`config.mk`:
```
export PLATFORM = sky130hd
export DESIGN_NAME = box_sphere_pair_collision_test_unit
export DESIGN_NICKNAME = d
export VERILOG_FILES = /design/src/hw/rtl/bsp_pkg.sv /design/src/hw/rtl/bsp_axis.sv /design/src/hw/rtl/box_sphere_pair_collision_test_unit.sv
export SDC_FILE = /design/constraint.sdc
export NUM_CORES = 2
export LEC_CHECK = 0
export BUFFER_PORTS_ARGS = -buffer_cell sky130_fd_sc_hd__buf_2
export CORE_AREA = 10 10 340 424
export CTS_CLUSTER_SIZE = 20
export DETAILED_ROUTE_END_ITERATION = 10
export DIE_AREA = 0 0 350 434
export GPL_ROUTABILITY_DRIVEN = 0
export HOLD_SLACK_MARGIN = 0.06
export PLACE_DENSITY = 0.78
export SYNTH_ARGS = -nofsm -noshare
export SYNTH_HDL_FRONTEND = slang
export SYNTH_SLANG_ARGS = --single-unit
```
`constraint.sdc`:
```
create_clock -name clk -period 13.9 [get_ports clk]
set_clock_uncertainty 0.2 [all_clocks]
set_input_delay 1.39 -clock clk [delete_from_list [all_inputs] [get_ports clk]]
set_output_delay 1.39 -clock clk [all_outputs]
set_load 0.02 [all_outputs]
```
`src/hw/rtl/bsp_pkg.sv`:
```
package bsp_pkg;

    // fixed field widths
    localparam int POINT_W  = 63;
    localparam int RADIUS_W = 20;
    localparam int RSUM_W   = RADIUS_W + 1;

    // collider kinds
    localparam logic KIND_BOX    = 1'b0;
    localparam logic KIND_SPHERE = 1'b1;

    // response codes
    localparam logic [1:0] RESP_NONE          = 2'd0;
    localparam logic [1:0] RESP_SPHERE_SPHERE = 2'd1;
    localparam logic [1:0] RESP_SPHERE_FIRST  = 2'd2;
    localparam logic [1:0] RESP_SPHERE_SECOND = 2'd3;

    // which test a pair gets
    typedef enum logic [2:0] {
        PAIR_SKIP,
        PAIR_BOX_BOX,
        PAIR_SPHERE_BOX,
        PAIR_BOX_SPHERE,
        PAIR_SPHERE_SPHERE
    } pair_mode_t;

    // per-stage load enables
    typedef struct packed {
        logic s1;
        logic s2;
        logic s3;
    } bsp_adv_t;

    // axis datapath steering
    typedef struct packed {
        logic center_first;
        logic clamp;
    } bsp_axis_ctl_t;

endpackage

```
`src/hw/rtl/bsp_axis.sv`:
```
module bsp_axis #(
    parameter int COORD_BITS = 21
) (
    input  logic                      clk,
    input  bsp_pkg::bsp_adv_t         adv,
    input  bsp_pkg::bsp_axis_ctl_t    ctl,
    input  logic [COORD_BITS-1:0]     first_a,
    input  logic [COORD_BITS-1:0]     first_b,
    input  logic [COORD_BITS-1:0]     second_a,
    input  logic [COORD_BITS-1:0]     second_b,
    output logic                      overlap,
    output logic [2*COORD_BITS-1:0]   sq
);
    import bsp_pkg::*;

    localparam int C = COORD_BITS;

    logic signed [C-1:0] a1;
    logic signed [C-1:0] b1;
    logic signed [C-1:0] a2;
    logic signed [C-1:0] b2;
    logic signed [C-1:0] ctr;
    logic signed [C-1:0] lo;
    logic signed [C-1:0] hi;
    logic signed [C-1:0] p_hi;
    logic signed [C-1:0] p_clamp;
    logic signed [C-1:0] t_next;
    logic                ov_next;

    logic signed [C-1:0] c_reg;
    logic signed [C-1:0] t_reg;
    logic                ov1_reg;
    logic signed [C:0]   diff;
    logic        [C:0]   mag;
    logic        [C-1:0] d_next;
    logic        [C-1:0] d_reg;
    logic                ov2_reg;
    logic [2*C-1:0]      sq_next;
    logic [2*C-1:0]      sq_reg;
    logic                ov3_reg;

    assign a1 = first_a;
    assign b1 = first_b;
    assign a2 = second_a;
    assign b2 = second_b;

    // stage 1: box-box compare, clamp of center into box
    always_comb
    begin
        ov_next = (a1 <= b2) && (b1 >= a2);
        ctr     = ctl.center_first ? a1 : a2;
        lo      = ctl.center_first ? a2 : a1;
        hi      = ctl.center_first ? b2 : b1;
        p_hi    = (ctr < hi) ? ctr : hi;
        p_clamp = (p_hi < lo) ? lo : p_hi;
        t_next  = ctl.clamp ? p_clamp : a2;
    end

    always_ff @(posedge clk)
    begin
        if (adv.s1)
        begin
            c_reg   <= ctr;
            t_reg   <= t_next;
            ov1_reg <= ov_next;
        end
    end

    // stage 2: absolute difference
    always_comb
    begin
        diff   = {t_reg[C-1], t_reg} - {c_reg[C-1], c_reg};
        mag    = diff[C] ? (~diff + 1'b1) : diff;
        d_next = mag[C-1:0];
    end

    always_ff @(posedge clk)
    begin
        if (adv.s2)
        begin
            d_reg   <= d_next;
            ov2_reg <= ov1_reg;
        end
    end

    // stage 3: square
    assign sq_next = {{C{1'b0}}, d_reg} * {{C{1'b0}}, d_reg};

    always_ff @(posedge clk)
    begin
        if (adv.s3)
        begin
            sq_reg  <= sq_next;
            ov3_reg <= ov2_reg;
        end
    end

    assign overlap = ov3_reg;
    assign sq      = sq_reg;

endmodule

```
`src/hw/rtl/box_sphere_pair_collision_test_unit.sv`:
```
// box/sphere pair collision test
//
// input channel: one word per object pair (kind, dynamic flag, two packed
// corner/center points and a radius per object), moved when in_valid is
// high and in_stall is low. output channel: one word per pair (hit and
// response_code), moved when out_valid is high and out_stall is low.
//
// four register stages: clamp and box compares, absolute differences,
// squares of the differences and of the radius term, then the sum and
// final compare into the output register, from which a pair leaves. one
// pair per cycle is accepted while the output is taken.
//
// reset clears every stage valid bit, so the pipeline comes up empty and
// in_stall low. when the receiver stalls, the output word holds and the
// stages behind it keep filling empty slots; in_stall rises only once all
// four stages hold a pair.
module box_sphere_pair_collision_test_unit #(
    parameter int COORD_BITS = 21
) (
    input  logic                          clk,
    input  logic                          rst_n,

    input  logic                          in_valid,
    output logic                          in_stall,
    input  logic                          first_kind,
    input  logic                          first_dynamic,
    input  logic [bsp_pkg::POINT_W-1:0]   first_point_a,
    input  logic [bsp_pkg::POINT_W-1:0]   first_point_b,
    input  logic [bsp_pkg::RADIUS_W-1:0]  first_radius,
    input  logic                          second_kind,
    input  logic                          second_dynamic,
    input  logic [bsp_pkg::POINT_W-1:0]   second_point_a,
    input  logic [bsp_pkg::POINT_W-1:0]   second_point_b,
    input  logic [bsp_pkg::RADIUS_W-1:0]  second_radius,

    output logic                          out_valid,
    input  logic                          out_stall,
    output logic                          hit,
    output logic [1:0]                    response_code
);
    import bsp_pkg::*;

    localparam int C     = COORD_BITS;
    localparam int SQ_W  = 2 * C;
    localparam int RSQ_W = 2 * RSUM_W;
    // three squares summed need two more bits
    localparam int SUM_W = (SQ_W + 2 > RSQ_W) ? SQ_W + 2 : RSQ_W;

    // stage valid bits
    logic v1_reg;
    logic v2_reg;
    logic v3_reg;
    logic v4_reg;

    bsp_adv_t adv;
    logic     adv4;

    // stage 0 decode
    pair_mode_t    mode_next;
    logic [1:0]    pend_next;
    logic [RSUM_W-1:0] r_next;
    bsp_axis_ctl_t axis_ctl;

    // sideband through the stages
    pair_mode_t        mode1_reg;
    pair_mode_t        mode2_reg;
    pair_mode_t        mode3_reg;
    pair_mode_t        mode4_reg;
    logic [1:0]        pend1_reg;
    logic [1:0]        pend2_reg;
    logic [1:0]        pend3_reg;
    logic [RSUM_W-1:0] r1_reg;
    logic [RSUM_W-1:0] r2_reg;
    logic [RSQ_W-1:0]  rsq_next;
    logic [RSQ_W-1:0]  rsq3_reg;

    // per-axis results, aligned with stage 3
    logic            ov [3];
    logic [SQ_W-1:0] sq [3];

    // stage 4
    logic [SUM_W-1:0] dist2;
    logic [SUM_W-1:0] rsq_ext;
    logic             hit_next;
    logic [1:0]       code_next;
    logic             hit_reg;
    logic [1:0]       code_reg;

    // a stage loads when it is empty or its word moves on
    assign adv4   = !v4_reg || !out_stall;
    assign adv.s3 = !v3_reg || adv4;
    assign adv.s2 = !v2_reg || adv.s3;
    assign adv.s1 = !v1_reg || adv.s2;
    assign in_stall = !adv.s1;

    always_ff @(posedge clk or negedge rst_n)
    begin
        if (!rst_n)
        begin
            v1_reg <= 1'b0;
            v2_reg <= 1'b0;
            v3_reg <= 1'b0;
            v4_reg <= 1'b0;
        end
        else
        begin
            if (adv.s1)
                v1_reg <= in_valid;
            if (adv.s2)
                v2_reg <= v1_reg;
            if (adv.s3)
                v3_reg <= v2_reg;
            if (adv4)
                v4_reg <= v3_reg;
        end
    end

    // pair classification and pending response
    always_comb
    begin
        mode_next = PAIR_SKIP;
        pend_next = RESP_NONE;
        r_next    = '0;
        if (first_dynamic || second_dynamic)
        begin
            unique case ({first_kind, second_kind})
                {KIND_BOX, KIND_BOX}:
                begin
                    mode_next = PAIR_BOX_BOX;
                end
                {KIND_SPHERE, KIND_BOX}:
                begin
                    mode_next = PAIR_SPHERE_BOX;
                    pend_next = (first_dynamic && second_dynamic) ? RESP_NONE
                                                                  : RESP_SPHERE_FIRST;
                    r_next    = {1'b0, first_radius};
                end
                {KIND_BOX, KIND_SPHERE}:
                begin
                    mode_next = PAIR_BOX_SPHERE;
                    pend_next = (first_dynamic && second_dynamic) ? RESP_NONE
                                                                  : RESP_SPHERE_SECOND;
                    r_next    = {1'b0, second_radius};
                end
                default:
                begin
                    mode_next = PAIR_SPHERE_SPHERE;
                    pend_next = RESP_SPHERE_SPHERE;
                    r_next    = {1'b0, first_radius} + {1'b0, second_radius};
                end
            endcase
        end
    end

    // center is the first object for sphere-box and sphere-sphere
    assign axis_ctl.center_first = (mode_next != PAIR_BOX_SPHERE);
    assign axis_ctl.clamp        = (mode_next == PAIR_SPHERE_BOX)
                                || (mode_next == PAIR_BOX_SPHERE);

    genvar ax;
    generate
        for (ax = 0; ax < 3; ax++)
        begin : g_axis
            bsp_axis #(
                .COORD_BITS (COORD_BITS)
            ) u_axis (
                .clk      (clk),
                .adv      (adv),
                .ctl      (axis_ctl),
                .first_a  (first_point_a[ax*C +: C]),
                .first_b  (first_point_b[ax*C +: C]),
                .second_a (second_point_a[ax*C +: C]),
                .second_b (second_point_b[ax*C +: C]),
                .overlap  (ov[ax]),
                .sq       (sq[ax])
            );
        end
    endgenerate

    // radius term and mode follow the axis datapath
    assign rsq_next = {{RSUM_W{1'b0}}, r2_reg} * {{RSUM_W{1'b0}}, r2_reg};

    always_ff @(posedge clk)
    begin
        if (adv.s1)
        begin
            mode1_reg <= mode_next;
            pend1_reg <= pend_next;
            r1_reg    <= r_next;
        end
        if (adv.s2)
        begin
            mode2_reg <= mode1_reg;
            pend2_reg <= pend1_reg;
            r2_reg    <= r1_reg;
        end
        if (adv.s3)
        begin
            mode3_reg <= mode2_reg;
            pend3_reg <= pend2_reg;
            rsq3_reg  <= rsq_next;
        end
    end

    // sum of squares and final compare
    always_comb
    begin
        dist2   = SUM_W'(sq[0]) + SUM_W'(sq[1]) + SUM_W'(sq[2]);
        rsq_ext = SUM_W'(rsq3_reg);
        unique case (mode3_reg)
            PAIR_BOX_BOX:       hit_next = ov[0] && ov[1] && ov[2];
            PAIR_SPHERE_BOX:    hit_next = dist2 < rsq_ext;
            PAIR_BOX_SPHERE:    hit_next = dist2 < rsq_ext;
            PAIR_SPHERE_SPHERE: hit_next = dist2 <= rsq_ext;
            default:            hit_next = 1'b0;
        endcase
        code_next = hit_next ? pend3_reg : RESP_NONE;
    end

    always_ff @(posedge clk)
    begin
        if (adv4)
        begin
            hit_reg   <= hit_next;
            code_reg  <= code_next;
            mode4_reg <= mode3_reg;
        end
    end

    assign out_valid     = v4_reg;
    assign hit           = hit_reg;
    assign response_code = code_reg;

    // a response is only reported with a hit
    a_code_needs_hit: assert property (@(posedge clk) disable iff (!rst_n)
        (out_valid && response_code != RESP_NONE) |-> hit)
        else $error("response code without hit");

    // input back-pressure only when every stage is occupied
    a_stall_full: assert property (@(posedge clk) disable iff (!rst_n)
        in_stall |-> (v1_reg && v2_reg && v3_reg && v4_reg && out_stall))
        else $error("input stalled with a free stage");

    // output drains when nothing follows in stage 3
    a_drain: assert property (@(posedge clk) disable iff (!rst_n)
        (out_valid && !out_stall && !v3_reg) |=> !out_valid)
        else $error("output word repeated");

    // sphere-sphere response only from a sphere-sphere pair
    a_ss_code: assert property (@(posedge clk) disable iff (!rst_n)
        (out_valid && mode4_reg != PAIR_SPHERE_SPHERE)
            |-> (response_code != RESP_SPHERE_SPHERE))
        else $error("sphere-sphere code on another pair");

endmodule
```
Yosys cells after proc, flatten, opt, wreduce, memory -nomap -nowiden
Index checks and enable logic that the tools add are counted.
{ "op_classes": {"addsub": 9, "n_mul": 4, "order_cmp": 14, "eq_ne": 9, "n_mux": 28, "bitwise_logic": 3, "n_reduce_logical": 20} }
{ "op_table": {"columns": ["op", "n"], "rows": [
  ["two-way mux 21 bit", 21],
  ["multiplier 21 x 21 -> 42 bit", 4],
  ["less-than comparator 21 bit", 6],
  ["subtractor 21 x 21 -> 22 bit", 3],
  ["adder 21 x 1 -> 21 bit (second input constant)", 3],
  ["greater-or-equal comparator 21 bit", 3],
  ["<= comparator 21 bit", 3],
  ["NOT 21 bit", 3],
  ["one-hot mux 21 bit (3 select lines)", 1],
  ["adder 43 x 42 -> 44 bit", 1],
  ["<= comparator 44 x 42 -> 1 bit", 1],
  ["less-than comparator 44 x 42 -> 1 bit", 1],
  ["adder 42 x 42 -> 43 bit", 1],
  ["adder 20 x 20 -> 21 bit", 1],
  ["== test 3 x 2 -> 1 bit (second input constant)", 4],
  ["one-hot mux 3 bit (3 select lines)", 1],
  ["logical AND 1 bit", 6],
  ["logical NOT 1 bit", 6],
  ["logical OR 1 bit", 6],
  ["one-hot mux 2 bit (3 select lines)", 1],
  ["two-way mux 2 bit", 2],
  ["== test 3 x 1 -> 1 bit (second input constant)", 1],
  ["== test 3 bit (second input constant)", 1],
  ["two-way mux 3 bit", 1],
  ["6 further kinds", 6]
]} }
{ "word_totals": {"ff_bits": 430, "inputBits": 300, "wordCells": 123} }

Logic depth before layout (Yosys ltp)
{ "depth": {"ltp_word": 10, "ltp_mapped": 32, "ltp_nobuf": 29} }

Cells and area by module
Synthesis repeated with hierarchy kept, for this count alone.
{ "hier_totals": {"cells_unflattened": 8726, "area_unflattened_um2": 82898.3} }
{ "by_module_without_submodules": {"columns": ["mod", "n_inst", "cells_each", "area_each_um2", "seq_area_each_um2"], "rows": [
  ["box_sphere_pair_collision_test_unit", 1, 2199, 21254.1, 3133.0],
  ["bsp_axis at g_axis[0].u_axis", 1, 2194, 20646.1, 3213.1],
  ["bsp_axis at g_axis[1].u_axis", 1, 2197, 20596.0, 3213.1],
  ["bsp_axis at g_axis[2].u_axis", 1, 2136, 20402.1, 3213.1]
]} }

Worst setup path after synthesis
OpenSTA, ideal clock, no wires.
{ "synth_path": {"kind": "in2reg", "startpoint": "input first_kind", "endpoint": "register g_axis[0].u_axis.t_reg[10], data pin", "arrival_ns": 7.704, "t_required_ns": 13.441, "slack_ns": 5.737, "path_stages": 30, "path_cell_list": "inv_1 > ha_1 > o21ai_1 > nor3_1 > clkbuf_1 > clkbuf_1 > mux2i_1 > inv_1 > ha_1 > a21o_1 > a211o_1 > a31oi_1 > or3_1 > a21oi_1 > o221ai_2 > clkbuf_1 > mux2i_1 > ha_1 > a21o_1 > a21o_1 > a21o_1 > a21o_1 > a21o_1 > a211o_1 > a21oi_1 > mux2i_1 > a41oi_1 > o21ai_0 > clkbuf_1 > a211o_1"} }
{ "synth_between": {"elab_chain_cells": 10} }
{ "synth_rtl": {"columns": ["element", "line", "source"], "rows": [
  ["start, declared", "box_sphere_pair_collision_test_unit.sv:25", "input logic first_kind,"],
  ["== test 2 x 1 -> 1 bit (tied with other cells)", "box_sphere_pair_collision_test_unit.sv:126", "unique case ({first_kind, second_kind})"],
  ["one-hot mux 3 bit (3 select lines) (*)", "box_sphere_pair_collision_test_unit.sv:126", null],
  ["two-way mux 3 bit (*)", "box_sphere_pair_collision_test_unit.sv:124", "if (first_dynamic || second_dynamic)"],
  ["!= test 3 x 2 -> 1 bit (*)", "box_sphere_pair_collision_test_unit.sv:156", "assign axis_ctl.center_first = (mode_next != PAIR_BOX_SPHERE);"],
  ["two-way mux 21 bit (*)", "bsp_axis.sv:51", "ctr = ctl.center_first ? a1 : a2;"],
  ["named net g_axis[0].u_axis.ctr[10]", "bsp_axis.sv:22", "logic signed [C-1:0] ctr;"],
  ["less-than comparator 21 bit", "bsp_axis.sv:54", "p_hi = (ctr < hi) ? ctr : hi;"],
  ["two-way mux 21 bit (*)", "bsp_axis.sv:54", null],
  ["less-than comparator 21 bit", "bsp_axis.sv:55", "p_clamp = (p_hi < lo) ? lo : p_hi;"],
  ["two-way mux 21 bit (*)", "bsp_axis.sv:55", null],
  ["two-way mux 21 bit (*)", "bsp_axis.sv:56", "t_next = ctl.clamp ? p_clamp : a2;"],
  ["named net g_axis[0].u_axis.t_next[10]", "bsp_axis.sv:27", "logic signed [C-1:0] t_next;"],
  ["end signal, assigned", "bsp_axis.sv:64", "t_reg <= t_next;"],
  ["end, declared", "bsp_axis.sv:31", "logic signed [C-1:0] t_reg;"]
]} }
Mark *: on every way through the listed nets, which the timed path passes. The rest lies on a longest branch.
A chain may end at the register's enable or synchronous reset.

Final worst setup path
{ "layout_path": {"startpoint": "input first_kind", "endpoint": "register g_axis[1].u_axis.t_reg[15], data pin"} }
{ "layout_between": {"elab_chain_cells": 10} }
{ "layout_rtl": {"columns": ["element", "line"], "rows": [
  ["== test 2 x 1 -> 1 bit (tied with other cells)", "box_sphere_pair_collision_test_unit.sv:126"],
  ["one-hot mux 3 bit (3 select lines) (*)", "box_sphere_pair_collision_test_unit.sv:126"],
  ["two-way mux 3 bit (*)", "box_sphere_pair_collision_test_unit.sv:124"],
  ["!= test 3 x 2 -> 1 bit", "box_sphere_pair_collision_test_unit.sv:156"],
  ["two-way mux 21 bit, on equally long branches", "bsp_axis.sv:51, bsp_axis.sv:53"],
  ["less-than comparator 21 bit", "bsp_axis.sv:54"],
  ["two-way mux 21 bit", "bsp_axis.sv:54"],
  ["less-than comparator 21 bit", "bsp_axis.sv:55"],
  ["two-way mux 21 bit", "bsp_axis.sv:55"],
  ["two-way mux 21 bit (*)", "bsp_axis.sv:56"],
  ["named net g_axis[1].u_axis.t_next[15]", "bsp_axis.sv:27"],
  ["end signal, assigned", "bsp_axis.sv:64"],
  ["end, declared", "bsp_axis.sv:31"]
]} }
Marked as above.

==> run_results.csv <==
group,metric,value,unit
sta,tns,0,ps
clock_network,cts_resized,0,
sta,finalCriticalPeriod,9750,ps
clock_network,clock_path_buffers,3,
critical_path,critical_path.most_common_cell,"buf_4",
synth,ys_warn_count,0,
global_routing,grt_max_degree,104,
critical_path,path_buf_inv,7,
sta,fmax,103,MHz
synth,dominantRegCellSynth,"edfxtp_1",
status,status,"finished clean",
finish,multi_input_area,61000,um^2
synth,ys_types,80,
finish,antenna_cells,0,
critical_path,critPathMaxFanout,46,
sta,maxSlewViolCount,0,
critical_path,worstPathArrival,9900,ps
critical_path,worstSetupPathType,"in -> reg",
placed_design,post-place-ws,3710,ps
critical_path,crit_family,"buffers and inverters",
synth,synth-edff-count,422,
finish,fin_cells,10641,
placed_design,hpwl,167000,um
clock_network,cts_sinks,426,
critical_path,cp-end-kind,"flop",
placed_design,numPortBuffers,304,
routing,viasPerCell,5.76,
global_routing,first_global_vias,66512,
sta,rsz0062_at_grt,"false",
synth,yosys-top-cells-area,"fa_1 (31%), ha_1 (16%), edfxtp_1 (15%)",
finish,syn2layout_area_growth,6.08,%
clock_network,htreeDepth,2,
critical_path,slowest_delay,900,ps
clock_network,post_cts_buffers,0,
sta,hold_violations,0,
placed_design,dp.cells,10558,
clock_network,postCtsHoldBufs,0,
flow_run,cap_violations,0,
finish,n_fill_cell,10464,
synth,synth_area_leader_cell,"fa_1",
routing,via_count,61335,
floorplanning,std_cell_rows,151,
sta,slew_headroom,21.9,%
clock_network,clkTransAtPathRegs,60,ps
synth,syn_area_per_cell,9.46,um^2
finish,largest_register_ffs,123,
routing,drtPass1Iterations,7,
global_routing,grt_overflow,0,
floorplanning,die_h,434,um
finish,nNetsFinal,11464,
synth,ys_ff_latch,426,
clock_network,numCtsBuffers,45,
finish,most-common-layout-cells,"inv_1 (1975), fa_1 (1286), ha_1 (1031)",
routing,postRouteAntennaNets,0,
synth,synthArstFlopShare,0.939,%
synth,synth.cell_area,82100,um^2
worst_hold_path,hold_path.class,"reg -> reg",
global_routing,grt_pass1_wl,330000,um
critical_path,start_kind,"input pin",
floorplanning,core_region_area,135000,um^2
sta,period_share,70.1,%
clock_network,root_buffer,"clkbuf_16",
sta,fin_ws,4150,ps
synth,synth_cells,8672,
finish,seq_area,12800,um^2
synth,synth_top_area_share,31.4,%
routing,routed_wl,200000,um
synth,synth_seq_area_share,15.6,%
routing,routedWlPerCell,18.8,um
sta,tightest_slew,1170,ps
clock_network,clock_latency,640,ps
floorplanning,die_w,350,um
clock_network,cts_tree,"done",
critical_path,cp.required,14060,ps
sta,setup_viol,0,
routing,drc,0,
critical_path,slowest_stage,"ha_1",
global_routing,track_usage,26.8,%
finish,final_layout_size_suffix_gt1_share,5.94,%
finish,mostFrequentLayoutCell,"inv_1",
floorplanning,dieArea,152000,um^2
global_routing,antenna_found_initial,0,
floorplanning,start_util,60.6,%
routing,drtIter0Drc,4291,
floorplanning,io-pin-count,305,
[cells by family after synthesis]
| family | after synthesis | synth area share, % |
|---|---|---|
| buffers and inverters | 2233 | 10.2 |
| DFF | 426 | 15.6 |
| and+or+nand+nor | 1992 | 11.7 |
| xor gates and xnor gates | 320 | 3.42 |
| adders and majority gates | 2318 | 47.1 |
| other | 1 | 0.00457 |
| AOI/OAI and AO/OA | 1214 | 9.94 |
| muxes | 168 | 2.06 |
[cell usage after synthesis, types with 44 or more instances]
master	count
a211oi_1	47
nor2b_1	82
a21o_1	191
nand4_1	70
a221o_1	44
fa_1	1286
edfxtp_1	422
a21oi_1	318
nor2_1	360
o21a_1	72
clkbuf_1	243
nand2b_1	49
inv_1	1976
xnor2_1	213
and3_1	50
nor3_1	101
xor2_1	107
ha_1	1032
and2_1	323
nand2_1	738
o21ai_0	201
nand3_1	79
mux2i_1	160
[cell type report]
cell class / instances / share of cell area [%]
Sequential cell: 426 / 14.7
Clock inverter: 33 / 0.480
Clock buffer: 50 / 1.32
Timing Repair Buffer: 382 / 2.42
Tap cell: 1759 / 2.53
Multi-Input combinational cell: 6015 / 70.1
Inverter: 1976 / 8.53
[metal layers]
metal / global-route usage [%] / vias up / wire length (um)
li1: - / 28258 / -
met1: 31.2 / 30227 / 75000
met2: 48.4 / 2271 / 102000
met3: 3.26 / 579 / 12200
met4: 13.0 / 0 / 11400
met5: 0 / - / 0
[worst paths after layout]
path	slack, ps	endpoint	startpoint	cells past startpoint
worst max register to register	4840	g_axis[2].u_axis.sq[38]	g_axis[2].u_axis.d_reg[5]	27
worst max-delay path	4150	g_axis[1].u_axis.t_reg[15]	first_kind	29
max in group asynchronous	12970	v3_reg	rst_n	1
worst min-delay path	220	r2_reg[5]	r1_reg[5]	0
worst min register to register	220	r2_reg[5]	r1_reg[5]	0
min in group asynchronous	390	v1_reg	rst_n	1
[per-stage QoR]
stage	instance area, um^2	util [%]	hold WS (ps)
floorplan	82100	-	200
global placement	85500	63.1	201
detailed placement	85500	63.1	205
CTS	87100	64.3	218
global route	87100	64.3	220
finish	87100	64.3	217
[worst register-to-register path, cell delays in order, from the launching register on]
cell and delay (ps):
edfxtp_1 980, nand2_1 260, fa_1 600, inv_1 50
fa_1 500, inv_1 50, fa_1 470, inv_1 50
fa_1 490, inv_1 50, fa_1 530, inv_1 50
fa_1 470, inv_1 50, fa_1 490, inv_1 50
ha_1 350, a21o_1 180, a21o_1 180, a21o_1 180
o41a_1 420, a41oi_1 470, o221ai_1 280, a211o_1 340
a2111oi_0 580, o41a_1 230, o21ai_0 90, xor2_1 160
Power is not shown: default switching activity piles up to over one toggle a cycle in this logic, so the estimate is an artifact.
